===== config.mk =====
export PLATFORM = sky130hd
export DESIGN_NAME = mfs_ctrl
export DESIGN_NICKNAME = d
export VERILOG_FILES = /design/src/rtl/mfs_pkg.sv /design/src/rtl/mfs_ctrl.sv
export SDC_FILE = /design/constraint.sdc
export NUM_CORES = 1
export LEC_CHECK = 0
export BUFFER_PORTS_ARGS = -buffer_cell sky130_fd_sc_hd__buf_2
export CAP_MARGIN = 20
export CORE_MARGIN = 5
export CORE_UTILIZATION = 25
export CTS_CLUSTER_DIAMETER = 30
export DETAILED_ROUTE_END_ITERATION = 8
export HOLD_SLACK_MARGIN = 0.05
export RECOVER_POWER = 100
export SYNTH_ARGS = -nofsm -noshare
export SYNTH_HDL_FRONTEND = slang
export SYNTH_SLANG_ARGS = --single-unit

===== constraint.sdc =====
create_clock -name clk_i -period 4.2 [get_ports clk_i]
set_clock_uncertainty 0.15 [all_clocks]
set_input_delay 0.63 -clock clk_i [delete_from_list [all_inputs] [get_ports clk_i]]
set_output_delay 0.63 -clock clk_i [all_outputs]
set_load 0.05 [all_outputs]

===== src/rtl/mfs_pkg.sv =====
// Shared types and constants of the periodic 1D field step block.
package mfs_pkg;

  localparam int unsigned DataW = 32;
  localparam int unsigned CoefW = 31;
  localparam int unsigned IdxW  = 8;
  localparam int unsigned CfgIdxW = 2;
  // coefficient (31 bit) times difference (33 bit), plus headroom
  localparam int unsigned AccW  = 66;
  localparam int unsigned SumW  = 68;

  localparam logic [CfgIdxW-1:0] CfgHalfDtOverDx = 2'd0;
  localparam logic [CfgIdxW-1:0] CfgDtC2OverDx   = 2'd1;
  localparam logic [CfgIdxW-1:0] CfgTimeStep     = 2'd2;

  typedef enum logic [1:0] {
    OP_WR_FIELD = 2'd0,
    OP_WR_CURR  = 2'd1,
    OP_ADVANCE  = 2'd2,
    OP_READ     = 2'd3
  } op_e;

  typedef enum logic [2:0] {
    PH_BZ  = 3'd0,
    PH_BY  = 3'd1,
    PH_AVG = 3'd2,
    PH_EY  = 3'd3,
    PH_EZ  = 3'd4
  } phase_e;

  typedef enum logic [3:0] {
    ST_CLEAR = 4'd0,
    ST_IDLE  = 4'd1,
    ST_READ  = 4'd2,
    ST_RD    = 4'd3,
    ST_LD    = 4'd4,
    ST_MLO   = 4'd5,
    ST_MHI   = 4'd6,
    ST_RND   = 4'd7,
    ST_WR    = 4'd8
  } state_e;

  typedef struct packed {
    phase_e phase;
    logic   clr;
    logic   wr_f;
    logic   wr_c;
    logic   use_index;
    logic   rd;
    logic   ld;
    logic   mlo;
    logic   mhi;
    logic   rnd;
    logic   jpass;
    logic   wr_pt;
    logic   sat_clr;
    logic   out_ld_zero;
    logic   out_ld_read;
    logic   out_ld_adv;
    logic   rd_ok;
  } cmd_t;

endpackage


===== src/rtl/mfs_ctrl.sv =====
// Controller: clearing pass, access handling and the advance sweep sequencer.
module mfs_ctrl #(
  parameter int unsigned GRID_POINTS = 256,
  localparam int unsigned AW = $clog2(GRID_POINTS)
) (
  input  logic                     clk_i,
  input  logic                     rst_ni,
  input  logic                     in_valid_i,
  output logic                     in_stall_o,
  input  logic [1:0]               operation_i,
  input  logic [mfs_pkg::IdxW-1:0] index_i,
  output logic                     out_valid_o,
  input  logic                     out_stall_i,
  output mfs_pkg::cmd_t            cmd_o,
  output logic [AW-1:0]            pt_o
);

  localparam logic [AW-1:0] LastPt = AW'(GRID_POINTS - 1);

  mfs_pkg::state_e state_q, state_d;
  mfs_pkg::phase_e phase_q, phase_d;
  logic [AW-1:0]   pt_q, pt_d;
  logic            jpass_q, jpass_d;
  logic            ok_q, ok_d;
  logic            out_valid_q, out_valid_d;
  logic            slot_free, accept, idx_ok, out_ld;
  mfs_pkg::op_e    op;

  assign op        = mfs_pkg::op_e'(operation_i);
  assign idx_ok    = {24'd0, index_i} < 32'(GRID_POINTS);
  assign slot_free = !out_valid_q || !out_stall_i;
  assign accept    = in_valid_i && (state_q == mfs_pkg::ST_IDLE) && slot_free;
  assign in_stall_o = !((state_q == mfs_pkg::ST_IDLE) && slot_free);
  assign out_ld    = cmd_o.out_ld_zero || cmd_o.out_ld_read || cmd_o.out_ld_adv;
  assign out_valid_d = (out_valid_q && out_stall_i) || out_ld;
  assign out_valid_o = out_valid_q;
  assign pt_o      = pt_q;

  // next state
  always_comb begin
    state_d = state_q;
    phase_d = phase_q;
    pt_d    = pt_q;
    jpass_d = jpass_q;
    ok_d    = ok_q;
    unique case (state_q)
      mfs_pkg::ST_CLEAR: begin
        if (pt_q == LastPt) begin
          pt_d    = '0;
          state_d = mfs_pkg::ST_IDLE;
        end else begin
          pt_d = pt_q + AW'(1);
        end
      end
      mfs_pkg::ST_IDLE: begin
        if (accept) begin
          if (op == mfs_pkg::OP_ADVANCE) begin
            state_d = mfs_pkg::ST_RD;
            phase_d = mfs_pkg::PH_BZ;
            pt_d    = '0;
            jpass_d = 1'b0;
          end else if (op == mfs_pkg::OP_READ) begin
            state_d = mfs_pkg::ST_READ;
            ok_d    = idx_ok;
          end
        end
      end
      mfs_pkg::ST_READ: state_d = mfs_pkg::ST_IDLE;
      mfs_pkg::ST_RD: begin
        state_d = (phase_q == mfs_pkg::PH_AVG) ? mfs_pkg::ST_WR : mfs_pkg::ST_LD;
      end
      mfs_pkg::ST_LD:  state_d = mfs_pkg::ST_MLO;
      mfs_pkg::ST_MLO: state_d = mfs_pkg::ST_MHI;
      mfs_pkg::ST_MHI: state_d = mfs_pkg::ST_RND;
      mfs_pkg::ST_RND: begin
        if ((phase_q == mfs_pkg::PH_EY || phase_q == mfs_pkg::PH_EZ) && !jpass_q) begin
          jpass_d = 1'b1;
          state_d = mfs_pkg::ST_LD;
        end else begin
          state_d = mfs_pkg::ST_WR;
        end
      end
      mfs_pkg::ST_WR: begin
        jpass_d = 1'b0;
        if (pt_q == LastPt) begin
          pt_d = '0;
          unique case (phase_q)
            mfs_pkg::PH_BZ:  phase_d = mfs_pkg::PH_BY;
            mfs_pkg::PH_BY:  phase_d = mfs_pkg::PH_AVG;
            mfs_pkg::PH_AVG: phase_d = mfs_pkg::PH_EY;
            mfs_pkg::PH_EY:  phase_d = mfs_pkg::PH_EZ;
            default:         phase_d = mfs_pkg::PH_BZ;
          endcase
          state_d = (phase_q == mfs_pkg::PH_EZ) ? mfs_pkg::ST_IDLE : mfs_pkg::ST_RD;
        end else begin
          pt_d    = pt_q + AW'(1);
          state_d = mfs_pkg::ST_RD;
        end
      end
      default: state_d = mfs_pkg::ST_IDLE;
    endcase
  end

  // commands
  always_comb begin
    cmd_o       = '0;
    cmd_o.phase = phase_q;
    cmd_o.jpass = jpass_q;
    cmd_o.rd_ok = ok_q;
    unique case (state_q)
      mfs_pkg::ST_CLEAR: cmd_o.clr = 1'b1;
      mfs_pkg::ST_IDLE: begin
        cmd_o.use_index = 1'b1;
        if (accept) begin
          unique case (op)
            mfs_pkg::OP_WR_FIELD: begin
              cmd_o.wr_f        = idx_ok;
              cmd_o.out_ld_zero = 1'b1;
            end
            mfs_pkg::OP_WR_CURR: begin
              cmd_o.wr_c        = idx_ok;
              cmd_o.out_ld_zero = 1'b1;
            end
            mfs_pkg::OP_ADVANCE: cmd_o.sat_clr = 1'b1;
            default:             cmd_o.rd      = 1'b1;
          endcase
        end
      end
      mfs_pkg::ST_READ: cmd_o.out_ld_read = 1'b1;
      mfs_pkg::ST_RD:   cmd_o.rd  = 1'b1;
      mfs_pkg::ST_LD:   cmd_o.ld  = 1'b1;
      mfs_pkg::ST_MLO:  cmd_o.mlo = 1'b1;
      mfs_pkg::ST_MHI:  cmd_o.mhi = 1'b1;
      mfs_pkg::ST_RND:  cmd_o.rnd = 1'b1;
      mfs_pkg::ST_WR: begin
        cmd_o.wr_pt      = 1'b1;
        cmd_o.out_ld_adv = (pt_q == LastPt) && (phase_q == mfs_pkg::PH_EZ);
      end
      default: cmd_o.clr = 1'b0;
    endcase
  end

  always_ff @(posedge clk_i or negedge rst_ni) begin
    if (!rst_ni) begin
      state_q     <= mfs_pkg::ST_CLEAR;
      phase_q     <= mfs_pkg::PH_BZ;
      pt_q        <= '0;
      jpass_q     <= 1'b0;
      ok_q        <= 1'b0;
      out_valid_q <= 1'b0;
    end else begin
      state_q     <= state_d;
      phase_q     <= phase_d;
      pt_q        <= pt_d;
      jpass_q     <= jpass_d;
      ok_q        <= ok_d;
      out_valid_q <= out_valid_d;
    end
  end

  // a result is never loaded over one that is still held
  a_no_overwrite: assert property (@(posedge clk_i) disable iff (!rst_ni)
    (out_ld && out_valid_q) |-> !out_stall_i)
    else $error("result loaded over a held beat");

  // the current pass only exists in the E phases
  a_jpass_phase: assert property (@(posedge clk_i) disable iff (!rst_ni)
    jpass_q |-> (phase_q == mfs_pkg::PH_EY || phase_q == mfs_pkg::PH_EZ))
    else $error("current pass outside E update");

  // clearing pass ends in idle at point zero
  a_clear_end: assert property (@(posedge clk_i) disable iff (!rst_ni)
    (state_q == mfs_pkg::ST_CLEAR && pt_q == LastPt) |=>
    (state_q == mfs_pkg::ST_IDLE && pt_q == '0))
    else $error("clearing pass did not end cleanly");

endmodule


# Word level (Yosys, flattened, before mapping)
# Index checks and enable logic that the tools add are counted.
[totals]
register_bits = 18
inputBits = 14
elab_cells = 100
[op_classes]
muxes = 41
n_eq_ne = 22
bitwise = 1
addsub = 1
n_reduce_logical = 29
[op_table]
columns = ["cell", "count"]
rows = [
  ["$pmux 4 s8", 1],
  ["$mux 4", 6],
  ["$mux 8", 3],
  ["$mux 1", 17],
  ["$eq 4x3->1 const B", 4],
  ["$pmux 8 s2", 1],
  ["$mux 3", 4],
  ["$pmux 3 s4", 1],
  ["$reduce_and 4->1", 3],
  ["$mux 2", 5],
  ["$add 8x1->8 const B", 1],
  ["$eq 4x2->1 const B", 2],
  ["$eq 8x8->1 const B", 1],
  ["$ne 2x2->1 const B", 4],
  ["$eq 3x2->1 const B", 2],
  ["$logic_and 1x1->1", 6],
  ["$pmux 3 s2", 1],
  ["$reduce_and 3->1", 2],
  ["$logic_or 1x1->1", 5],
  ["$eq 2x2->1 const B", 2],
  ["$eq 4x1->1 const B", 1],
  ["$eq 4x4->1 const B", 1],
  ["$logic_not 1->1", 4],
  ["$logic_not 4->1", 1],
  ["other kinds (14)", 16],
]

# Logic depth before layout (Yosys ltp)
# Gate-level depths: netlist (run 1).
[logic_depth]
ltp_word = 8
depth_mapped = 5

# Least setup slack after synthesis (run 1)
# No wires, ideal clock.
[synth_timing]
kind = "flip-flop to output port"
start = "register pt_q[0], in the netlist pt_o[0]"
end = "output port cmd_o[1] in the netlist's numbering"
arrival_time_ns = 2.643
required_ns = 3.420
path_buffers = 0
setup_slack_ns = 0.777
path_stages_with_launch = 4
path_cell_list = "dfrtp_1 ha_1 nand3_1 nor4_1"
[synth_rtl]
columns = ["item", "line_no", "source"]
rows = [
  ["from (decl)", "mfs_ctrl.sv:22", "logic [AW-1:0] pt_q, pt_d;"],
  ["from (signal assigned)", "mfs_ctrl.sv:154", "pt_q <= pt_d;"],
  ["to (decl)", "mfs_ctrl.sv:14", "output mfs_pkg::cmd_t cmd_o,"],
]

==> summary.txt, run 1 <==
final instance count without filler cells -> 213
clock-pin slew on the worst setup and hold paths -> 70 ps
CTS Sinks -> 18
met3 WL -> 162 microns
Post-Syn Area -> 0.00117 sq mm
CTS buffer count -> 3
Die ar. -> 0.00616 sq mm
Vias/cell -> 5.03
Synth Instances -> 130
share of cells above drive strength 1 -> 8.18%
1st-pass router iterations -> 4
Post-CTS Resized -> 0
Setup crit end kind -> output pin
measured slew at the worst slew-check pin -> 1010 ps
fin area -> 0.00136 sq mm
Place WS -> 1320 ps
fin crit period -> 3120 ps
Setup CP Type -> reg2out
core box area -> 0.00463 sq mm
Placed Area -> 0.00136 sq mm
post-detailed-routing wire length -> 3.04 mm
fin worst setup slack -> 1080 ps
Reg2Reg Setup Slack -> 1680 ps
first-pass GRT wire length -> 5.16 mm
CTS tree -> yes
RSZ-0062 raised after global routing -> false
n_diodes -> 0
Async S/R FF share, synth -> 100%
DR WL met2 -> 1.32 mm
commonest non-fill, non-tap cell in the layout -> clkbuf_1
PortBufs -> 34
total gr overflow -> 0
remaining antenna violation count -> 0
synthesized area per cell -> 9.02 sq um
Layout fillers -> 539
register area share after synthesis -> 38.4%
FP Rows -> 25
Slew Viols, Final -> 0
leakage -> 0.000554 uW
largest net degree at the start of global routing -> 19
multi-input logic area -> 626 sq um
total number of vias -> 1071
Synth Warn # -> 0
Placer Congestion -> 0.699
Setup Buffers After CTS -> 0
Placed Instances -> 209
FF/Latch Area -> 450 sq um
Starting Density -> 25.3%
Final Hold Fails -> 0
hold_buf cts -> 0
EDFF count, synth -> 0
I/O pin count -> 43
die width -> 78.5 microns
initial antenna violation count -> 0
hold crit path type -> reg2reg
Peak Freq -> 320 MHz
Final #Nets -> 175
Clock Latency Late Sink -> 260 ps
syn_nets -> 145
most frequent cells in the layout -> clkbuf_1 (30), dfrtp_1 (18), nor2_1 (12)
post-DP HPWL -> 2.27 mm
Max VDD drop -> 0.367 mV
root buf cell -> clkbuf_8
slew margin rel. -> 32.7%
vias in the first global route -> 1021
H-tree depth -> 1
TNS Setup -> 0 ps
chip height -> 78.5 microns
synth unique cells -> 48
Startpoint Class -> register
critical-path maximum fanout -> 12
Syn-to-layout area delta -> 15.8%
final period utilization -> 74.4%
metal1 wirelength -> 1.48 mm
DRC -> 0
Clock Path Buffers -> 2
commonest register cell after synthesis -> dfrtp_1
# setup viols final -> 0
CP arrival -> 2340 ps
Iter 0 DRT Violations -> 35
GRT Util Overall -> 10.5%
max-cap viol count -> 0
number of synthesized register bits -> 18
Wirelength per Cell -> 14.2 microns
status -> completed
WP data required -> 3420 ps
power per cell area -> 784 mW/mm^2
max layer used -> met4
critical path: stages, from the launching register on:
cell	delay, ps
dfrtp_1	530
or4b_1	720
nor4_1	320
clkbuf_1	510
synthesized netlist by cell type (2+ instances only):
master / number / area share, %
dfrtp_1: 18 / 38
a21o_1: 2 / 1.3
o22ai_1: 2 / 1.1
a211o_1: 2 / 1.5
nand3_1: 6 / 2.6
nor3_1: 9 / 3.8
inv_1: 7 / 2.2
o21ai_0: 5 / 2.1
and2_1: 2 / 1.1
mux2i_1: 2 / 1.7
buf_4: 3 / 1.9
mux2_4: 2 / 2.6
buf_2: 2 / 0.85
nand2_1: 8 / 2.6
nor3b_1: 2 / 1.3
a41oi_1: 2 / 1.5
clkbuf_1: 4 / 1.3
nor2_1: 12 / 3.8
nand2b_1: 3 / 1.6
and3_1: 3 / 1.6
a21oi_1: 5 / 2.1
nor4_1: 3 / 1.6
report_power, final:
group	internal [uW]	leakage, uW	switching [uW]
combinational	158	0.000289	435
sequential	225	0.000235	99.9
clock	83.5	0.0000288	62.7
total	467	0.000554	598
cell type report:
cell class,instances,area share [%]
inverter,7,1.94
multi-input combinational,96,46.1
timing repair buffer,34,9.77
clock buffer,4,4.06
tap,54,4.98
sequential,18,33.2
per-layer routing:
metal	GRT usage, %	up-vias
li1	-	540
met1	14.1	500
met2	16.0	26
met3	1.95	5
met4	5.24	0
met5	0	-
flip-flops by register name (all words and copies together) (netlist names):
name,flops
jpass_q,1
ok_q,1
out_valid_o,1
phase_q,3
pt_o,8
state_q,4
kinds of logic (layout without fill, tap and decap cells):
logic type               Yosys count  after routing  synth area share [%]
AND/OR/NAND/NOR                   58             58                  29.2
AO/OA/AOI/OAI                     30             30                  18.3
flip-flops                        18             18                  38.4
buffers and inverters             16             45                  6.30
multiplexers                       5              5                  5.23
XOR/XNOR                           2              2                  1.49
adder cells (fa/ha/maj)            1              1                  1.07
path summary, 6_finish.rpt:
check                        endpoint        from  cells past startpoint
setup / recovery             cmd_o[1]  state_q[1]                      3
hold / removal                   ok_q        ok_q                      1
setup reg to reg           phase_q[2]  state_q[1]                      4
hold reg to reg                  ok_q        ok_q                      1
max in group asynchronous  state_q[2]      rst_ni                      1
min in group asynchronous     pt_o[7]      rst_ni                      1
stage by stage:
step	utilization (%)	hold slack [ps]	power (uW)
3_3_place_gp	29.4	330	947
5_1_grt	29.3	369	1140
3_5_place_dp	29.4	332	950
2_1_floorplan	-	184	829
4_1_cts	30.6	159	1100
6_report	29.3	347	1060
(Power assumes the default switching activity.)
==> inputs of run 2 (changes only) <==
- ABC_AREA: default -> 1
- clock period: 4.2 -> 3.25 ns (I/O delays scaled with it)
==> run 2 against run 1 <==
Against the previous run: register-to-register slack got worse by 430 ps; critical endpoint unchanged; sequential power increased by 7.4%; combinational power up 26%; cell area up 4.7%; clock-buffer cell count did not move; die area increased by 2.1%; synthesized area up 2.5%; worst setup slack worse by 620 ps; non-clock buffer count rose by 1; power grew 21%; clock power increased by 31%; hold slack got worse by 27 ps; largest power group unchanged.
==> summary.txt, run 2 <==
Synth Warn # -> 0
Wirelength per Cell -> 11.5 microns
total number of vias -> 1176
cell mode on critical path -> nand2_1
Setup Buffers After CTS -> 0
Vias/cell -> 4.40
initial antenna violation count -> 0
Post-Syn Area -> 0.00120 sq mm
post-detailed-routing wire length -> 3.06 mm
CP peak stage delay -> 510 ps
measured slew at the worst slew-check pin -> 1030 ps
clock-pin slew on the worst setup and hold paths -> 80 ps
n_diodes -> 0
Largest register FFs -> 8
vias in the first global route -> 1114
fin crit period -> 2790 ps
critical path's slowest cell -> clkbuf_1
FF-to-FF End -> pt_o[7]
Clock Path Buffers -> 2
Placer Congestion -> 0.815
Syn-to-layout area delta -> 18.3%
CTS buffer count -> 3
remaining antenna violation count -> 0
core box area -> 0.00469 sq mm
die width -> 79.3 microns
Final Hold Fails -> 0
hold_ws -> 319 ps
Iter 0 DRT Violations -> 55
GRT Util Overall -> 10.3%
slew margin rel. -> 31.6%
largest area contributor in the netlist -> dfrtp_1
Async S/R FF share, synth -> 100%
R2R Path Start -> state_q[2]
share of cells above drive strength 1 -> 8.45%
Max VDD drop -> 0.604 mV
leakage -> 0.000751 uW
top-count cell post-synth -> nand2_1
fin area -> 0.00142 sq mm
most frequent cells in the layout -> nand2_1 (57), nor2_1 (28), clkbuf_1 (26)
Setup CP Type -> reg2out
top cells by count, synth -> nand2_1 (57), inv_1 (24), nor2_1 (24)
Slew Viols, Final -> 0
CTS Sinks -> 18
max-cap viol count -> 0
Setup crit end kind -> output pin
total gr overflow -> 0
syn_nets -> 193
root buf cell -> clkbuf_8
hold crit path type -> reg2reg
Peak Freq -> 358 MHz
critical-path maximum fanout -> 8
DRC -> 0
post-DP HPWL -> 2.37 mm
synthesized area per cell -> 6.75 sq um
RSZ-0062 raised after global routing -> false
first-pass GRT wire length -> 5.11 mm
CP endpoint -> cmd_o[1]
register area share after synthesis -> 37.5%
crit path cell chain -> ha_1 -> nand2_1 -> nor2_1 -> nand2_1 -> nor3_1 -> clkbuf_1
Final #Nets -> 229
TNS Setup -> 0 ps
EDFF count, synth -> 0
Worst Reg-to-Reg Cells -> 8
synth unique cells -> 23
FP Rows -> 25
# setup viols final -> 0
commonest register cell after synthesis -> dfrtp_1
1st-pass router iterations -> 4
power per cell area -> 907 mW/mm^2
Reg2Reg Setup Slack -> 1250 ps
Startpoint Class -> register
I/O pin count -> 43
commonest non-fill, non-tap cell in the layout -> nand2_1
CP arrival -> 2160 ps
Die ar. -> 0.00629 sq mm
number of synthesized register bits -> 18
PortBufs -> 34
Synth Instances -> 178
Yosys top cell area share -> 37.5%
status -> completed
chip height -> 79.3 microns
CTS tree -> yes
largest net degree at the start of global routing -> 19
final period utilization -> 86.0%
ranking of synthesized cells by area -> dfrtp_1 (38%), nand2_1 (18%), inv_1 (7.5%), nor2_1 (7.5%), nand3_1 (5.4%)
Starting Density -> 25.6%
H-tree depth -> 1
Critical Path Start -> pt_o[0]
Placed Area -> 0.00141 sq mm
Post-CTS Resized -> 0
Clock Latency Late Sink -> 260 ps
WP data required -> 2610 ps
Final Util -> 30.3%
run 2: changes by cell type after synthesis, sizes merged, moves of 4 or more:
cell / delta
nand4: +4
nor3: -5
nand3: +9
inv: +18
nor4: -4
nand2: +51
nor2: +17
a21oi: -5
run 2: timing repair:
item / 4_1_cts / 5_1_grt
hold buffers: 1 / 0
hold endpoints to repair: 18 / 0
endpoints found under the setup margin: 0 / 0
run 2: cell type report:
| class | instances | area, sq um |
|---|---|---|
| timing repair buffer | 35 | 148 |
| inverter | 25 | 93.8 |
| clock buffer | 4 | 55.1 |
| tap | 54 | 67.6 |
| sequential | 18 | 450 |
| fill | 536 | 3270 |
| multi-input combinational | 131 | 607 |
run 2: per-stage QoR:
step / power (uW) / worst slack, ps / std cells
floorplan: 970 / 193 / 178
global placement: 1140 / 951 / 262
detailed placement: 1150 / 956 / 262
CTS: 1350 / 653 / 267
global route: 1390 / 256 / 267
finish: 1290 / 457 / 267
run 2: where the power goes:
| part | switching, uW | internal [uW] | leakage, uW |
|---|---|---|---|
| sequential | 69.8 | 279 | 0.000236 |
| combinational | 589 | 160 | 0.000487 |
| clock | 83.0 | 108 | 0.0000288 |
run 2: how the worst min path moves through the flow:
| stage | from | end | slack, ps | cells past startpoint |
|---|---|---|---|---|
| final | ok_q | ok_q | 320 | 2 |
| after global routing | operation_i[0] | ok_q | 320 | 3 |
| after CTS | operation_i[0] | ok_q | 330 | 3 |
| after detailed placement | ok_q | ok_q | 300 | 2 |
| after global placement | ok_q | ok_q | 300 | 2 |
| after floorplan | rst_ni | jpass_q | 40 | 0 |
run 2: critical path, delay by kind of cell, from the launching register on:
family / cells / cell delay [ps]
adder cells (fa/ha/maj): 1 / 210
AND/OR/NAND/NOR: 4 / 770
buffers and inverters: 1 / 510
flip-flops: 1 / 410
run 2: cell families after synthesis:
logic type | synth area share [%]
DFF | 37.5
adders and majority gates | 1.04
AOI/OAI and AO/OA | 7.19
xor gates and xnor gates | 0.729
buffers and inverters | 10.0
and+or+nand+nor | 43.5
run 2: metal layers:
| metal | part of all wire, % | GRT usage (%) | up-vias |
|---|---|---|---|
| met5 | 0 | 0 | - |
| met4 | 0.72 | 2.58 | 0 |
| met3 | 4.4 | 2.38 | 2 |
| met2 | 46 | 16.8 | 27 |
| met1 | 49 | 13.6 | 519 |
| li1 | - | - | 628 |
==> inputs of run 3 (changes only) <==
- CAP_MARGIN: 20 -> default
- MAX_ROUTING_LAYER: default -> met4
==> run 3 against run 2 <==
Against the previous run: fmax barely moved; register-to-register slack about the same; via count did not move; critical path type unchanged.
==> summary.txt, run 3 (synthesized netlist as in run 2, its figures left out) <==
status -> completed
hold_ws -> 319 ps
CTS buffer count -> 3
Wirelength per Cell -> 11.5 microns
Peak Freq -> 358 MHz
Final Hold Fails -> 0
Iter 0 DRT Violations -> 55
measured slew at the worst slew-check pin -> 1030 ps
Syn-to-layout area delta -> 18.3%
chip height -> 79.3 microns
clock-pin slew on the worst setup and hold paths -> 80 ps
Startpoint Class -> register
first-pass GRT wire length -> 5.11 mm
most frequent cells in the layout -> nand2_1 (57), nor2_1 (28), clkbuf_1 (26)
leakage -> 0.000751 uW
RSZ-0062 raised after global routing -> false
I/O pin count -> 43
Die ar. -> 0.00629 sq mm
Final #Nets -> 229
slew margin rel. -> 31.6%
total number of vias -> 1176
Vias/cell -> 4.40
Slew Viols, Final -> 0
GRT Util Overall -> 10.6%
post-DP HPWL -> 2.37 mm
Largest register FFs -> 8
total gr overflow -> 0
fin area -> 0.00142 sq mm
initial antenna violation count -> 0
DRC -> 0
Max VDD drop -> 0.604 mV
Post-CTS Resized -> 0
# setup viols final -> 0
vias in the first global route -> 1115
remaining antenna violation count -> 0
multi-input logic area -> 607 sq um
Starting Density -> 25.6%
Total Power -> 1290 uW
die width -> 79.3 microns
max-cap viol count -> 0
core box area -> 0.00469 sq mm
Placer Congestion -> 0.827
commonest non-fill, non-tap cell in the layout -> nand2_1
Clock Latency Late Sink -> 260 ps
post-detailed-routing wire length -> 3.06 mm
H-tree depth -> 1
CTS tree -> yes
final period utilization -> 85.9%
Placed Area -> 0.00141 sq mm
largest net degree at the start of global routing -> 19
hold crit path type -> reg2reg
FP Rows -> 25
TNS Setup -> 0 ps
FF/Latch Area -> 450 sq um
share of cells above drive strength 1 -> 8.45%
PortBufs -> 34
power per cell area -> 907 mW/mm^2
Clock Path Buffers -> 2
Setup CP Type -> reg2out
fin crit period -> 2790 ps
WP data required -> 2610 ps
Worst Reg-to-Reg Cells -> 8
hold path depth -> 2
critical-path maximum fanout -> 8
Setup crit end kind -> output pin
n_diodes -> 0
CTS Sinks -> 18
CP arrival -> 2160 ps
Setup Buffers After CTS -> 0
Layout fillers -> 536
root buf cell -> clkbuf_8
1st-pass router iterations -> 4
[run 3: cell counts in the layout (fill, tap and decap cells not counted)]
No cell type changed its count.
[run 3: report_power, final]
part           total (uW)  internal, uW  switching (uW)
Combinational         750           160             589
Clock                 191           108            83.0
Sequential            349           279            69.9
[run 3: layout make-up]
type	instances	share of cell area (%)
clock buffers	4	3.87
inverters	25	6.60
multi-input cells	131	42.7
flip-flops and latches	18	31.7
well taps	54	4.75
repair buffers	35	10.4
[run 3: path summary, 6_finish.rpt]
kind,startpoint,endpoint,slack [ps]
setup / recovery,pt_o[0],cmd_o[1],460
hold / removal,ok_q,ok_q,320
setup reg to reg,state_q[2],pt_o[7],1250
hold reg to reg,ok_q,ok_q,320
max in group asynchronous,rst_ni,phase_q[1],1550
min in group asynchronous,rst_ni,out_valid_o,780
[run 3: repair_timing]
action,CTS,global route
hold buffers,1,0
setup endpoints to repair,0,0
endpoints found under the hold margin,18,0
[run 3: critical path, cell delays in order (launching register included)]
cell      delay (ps)
dfrtp_1          410
ha_1             210
nand2_1           90
nor2_1           130
nand2_1          200
nor3_1           350
clkbuf_1         510
[run 3: metal layers]
metal | share of wire [%] | GRT usage, % | up-vias
li1 | - | - | 628
met1 | 49 | 13.6 | 519
met3 | 4.4 | 2.38 | 2
met2 | 46 | 16.8 | 27
met5 | 0 | - | -
met4 | 0.75 | 2.58 | 0
[run 3: through the flow]
stage | util, % | setup slack (ps) | instances
2_1_floorplan | - | 193 | 178
4_1_cts | 31.5 | 653 | 267
6_report | 30.3 | 457 | 267
3_3_place_gp | 30.1 | 951 | 262
5_1_grt | 30.3 | 256 | 267
3_5_place_dp | 30.1 | 956 | 262
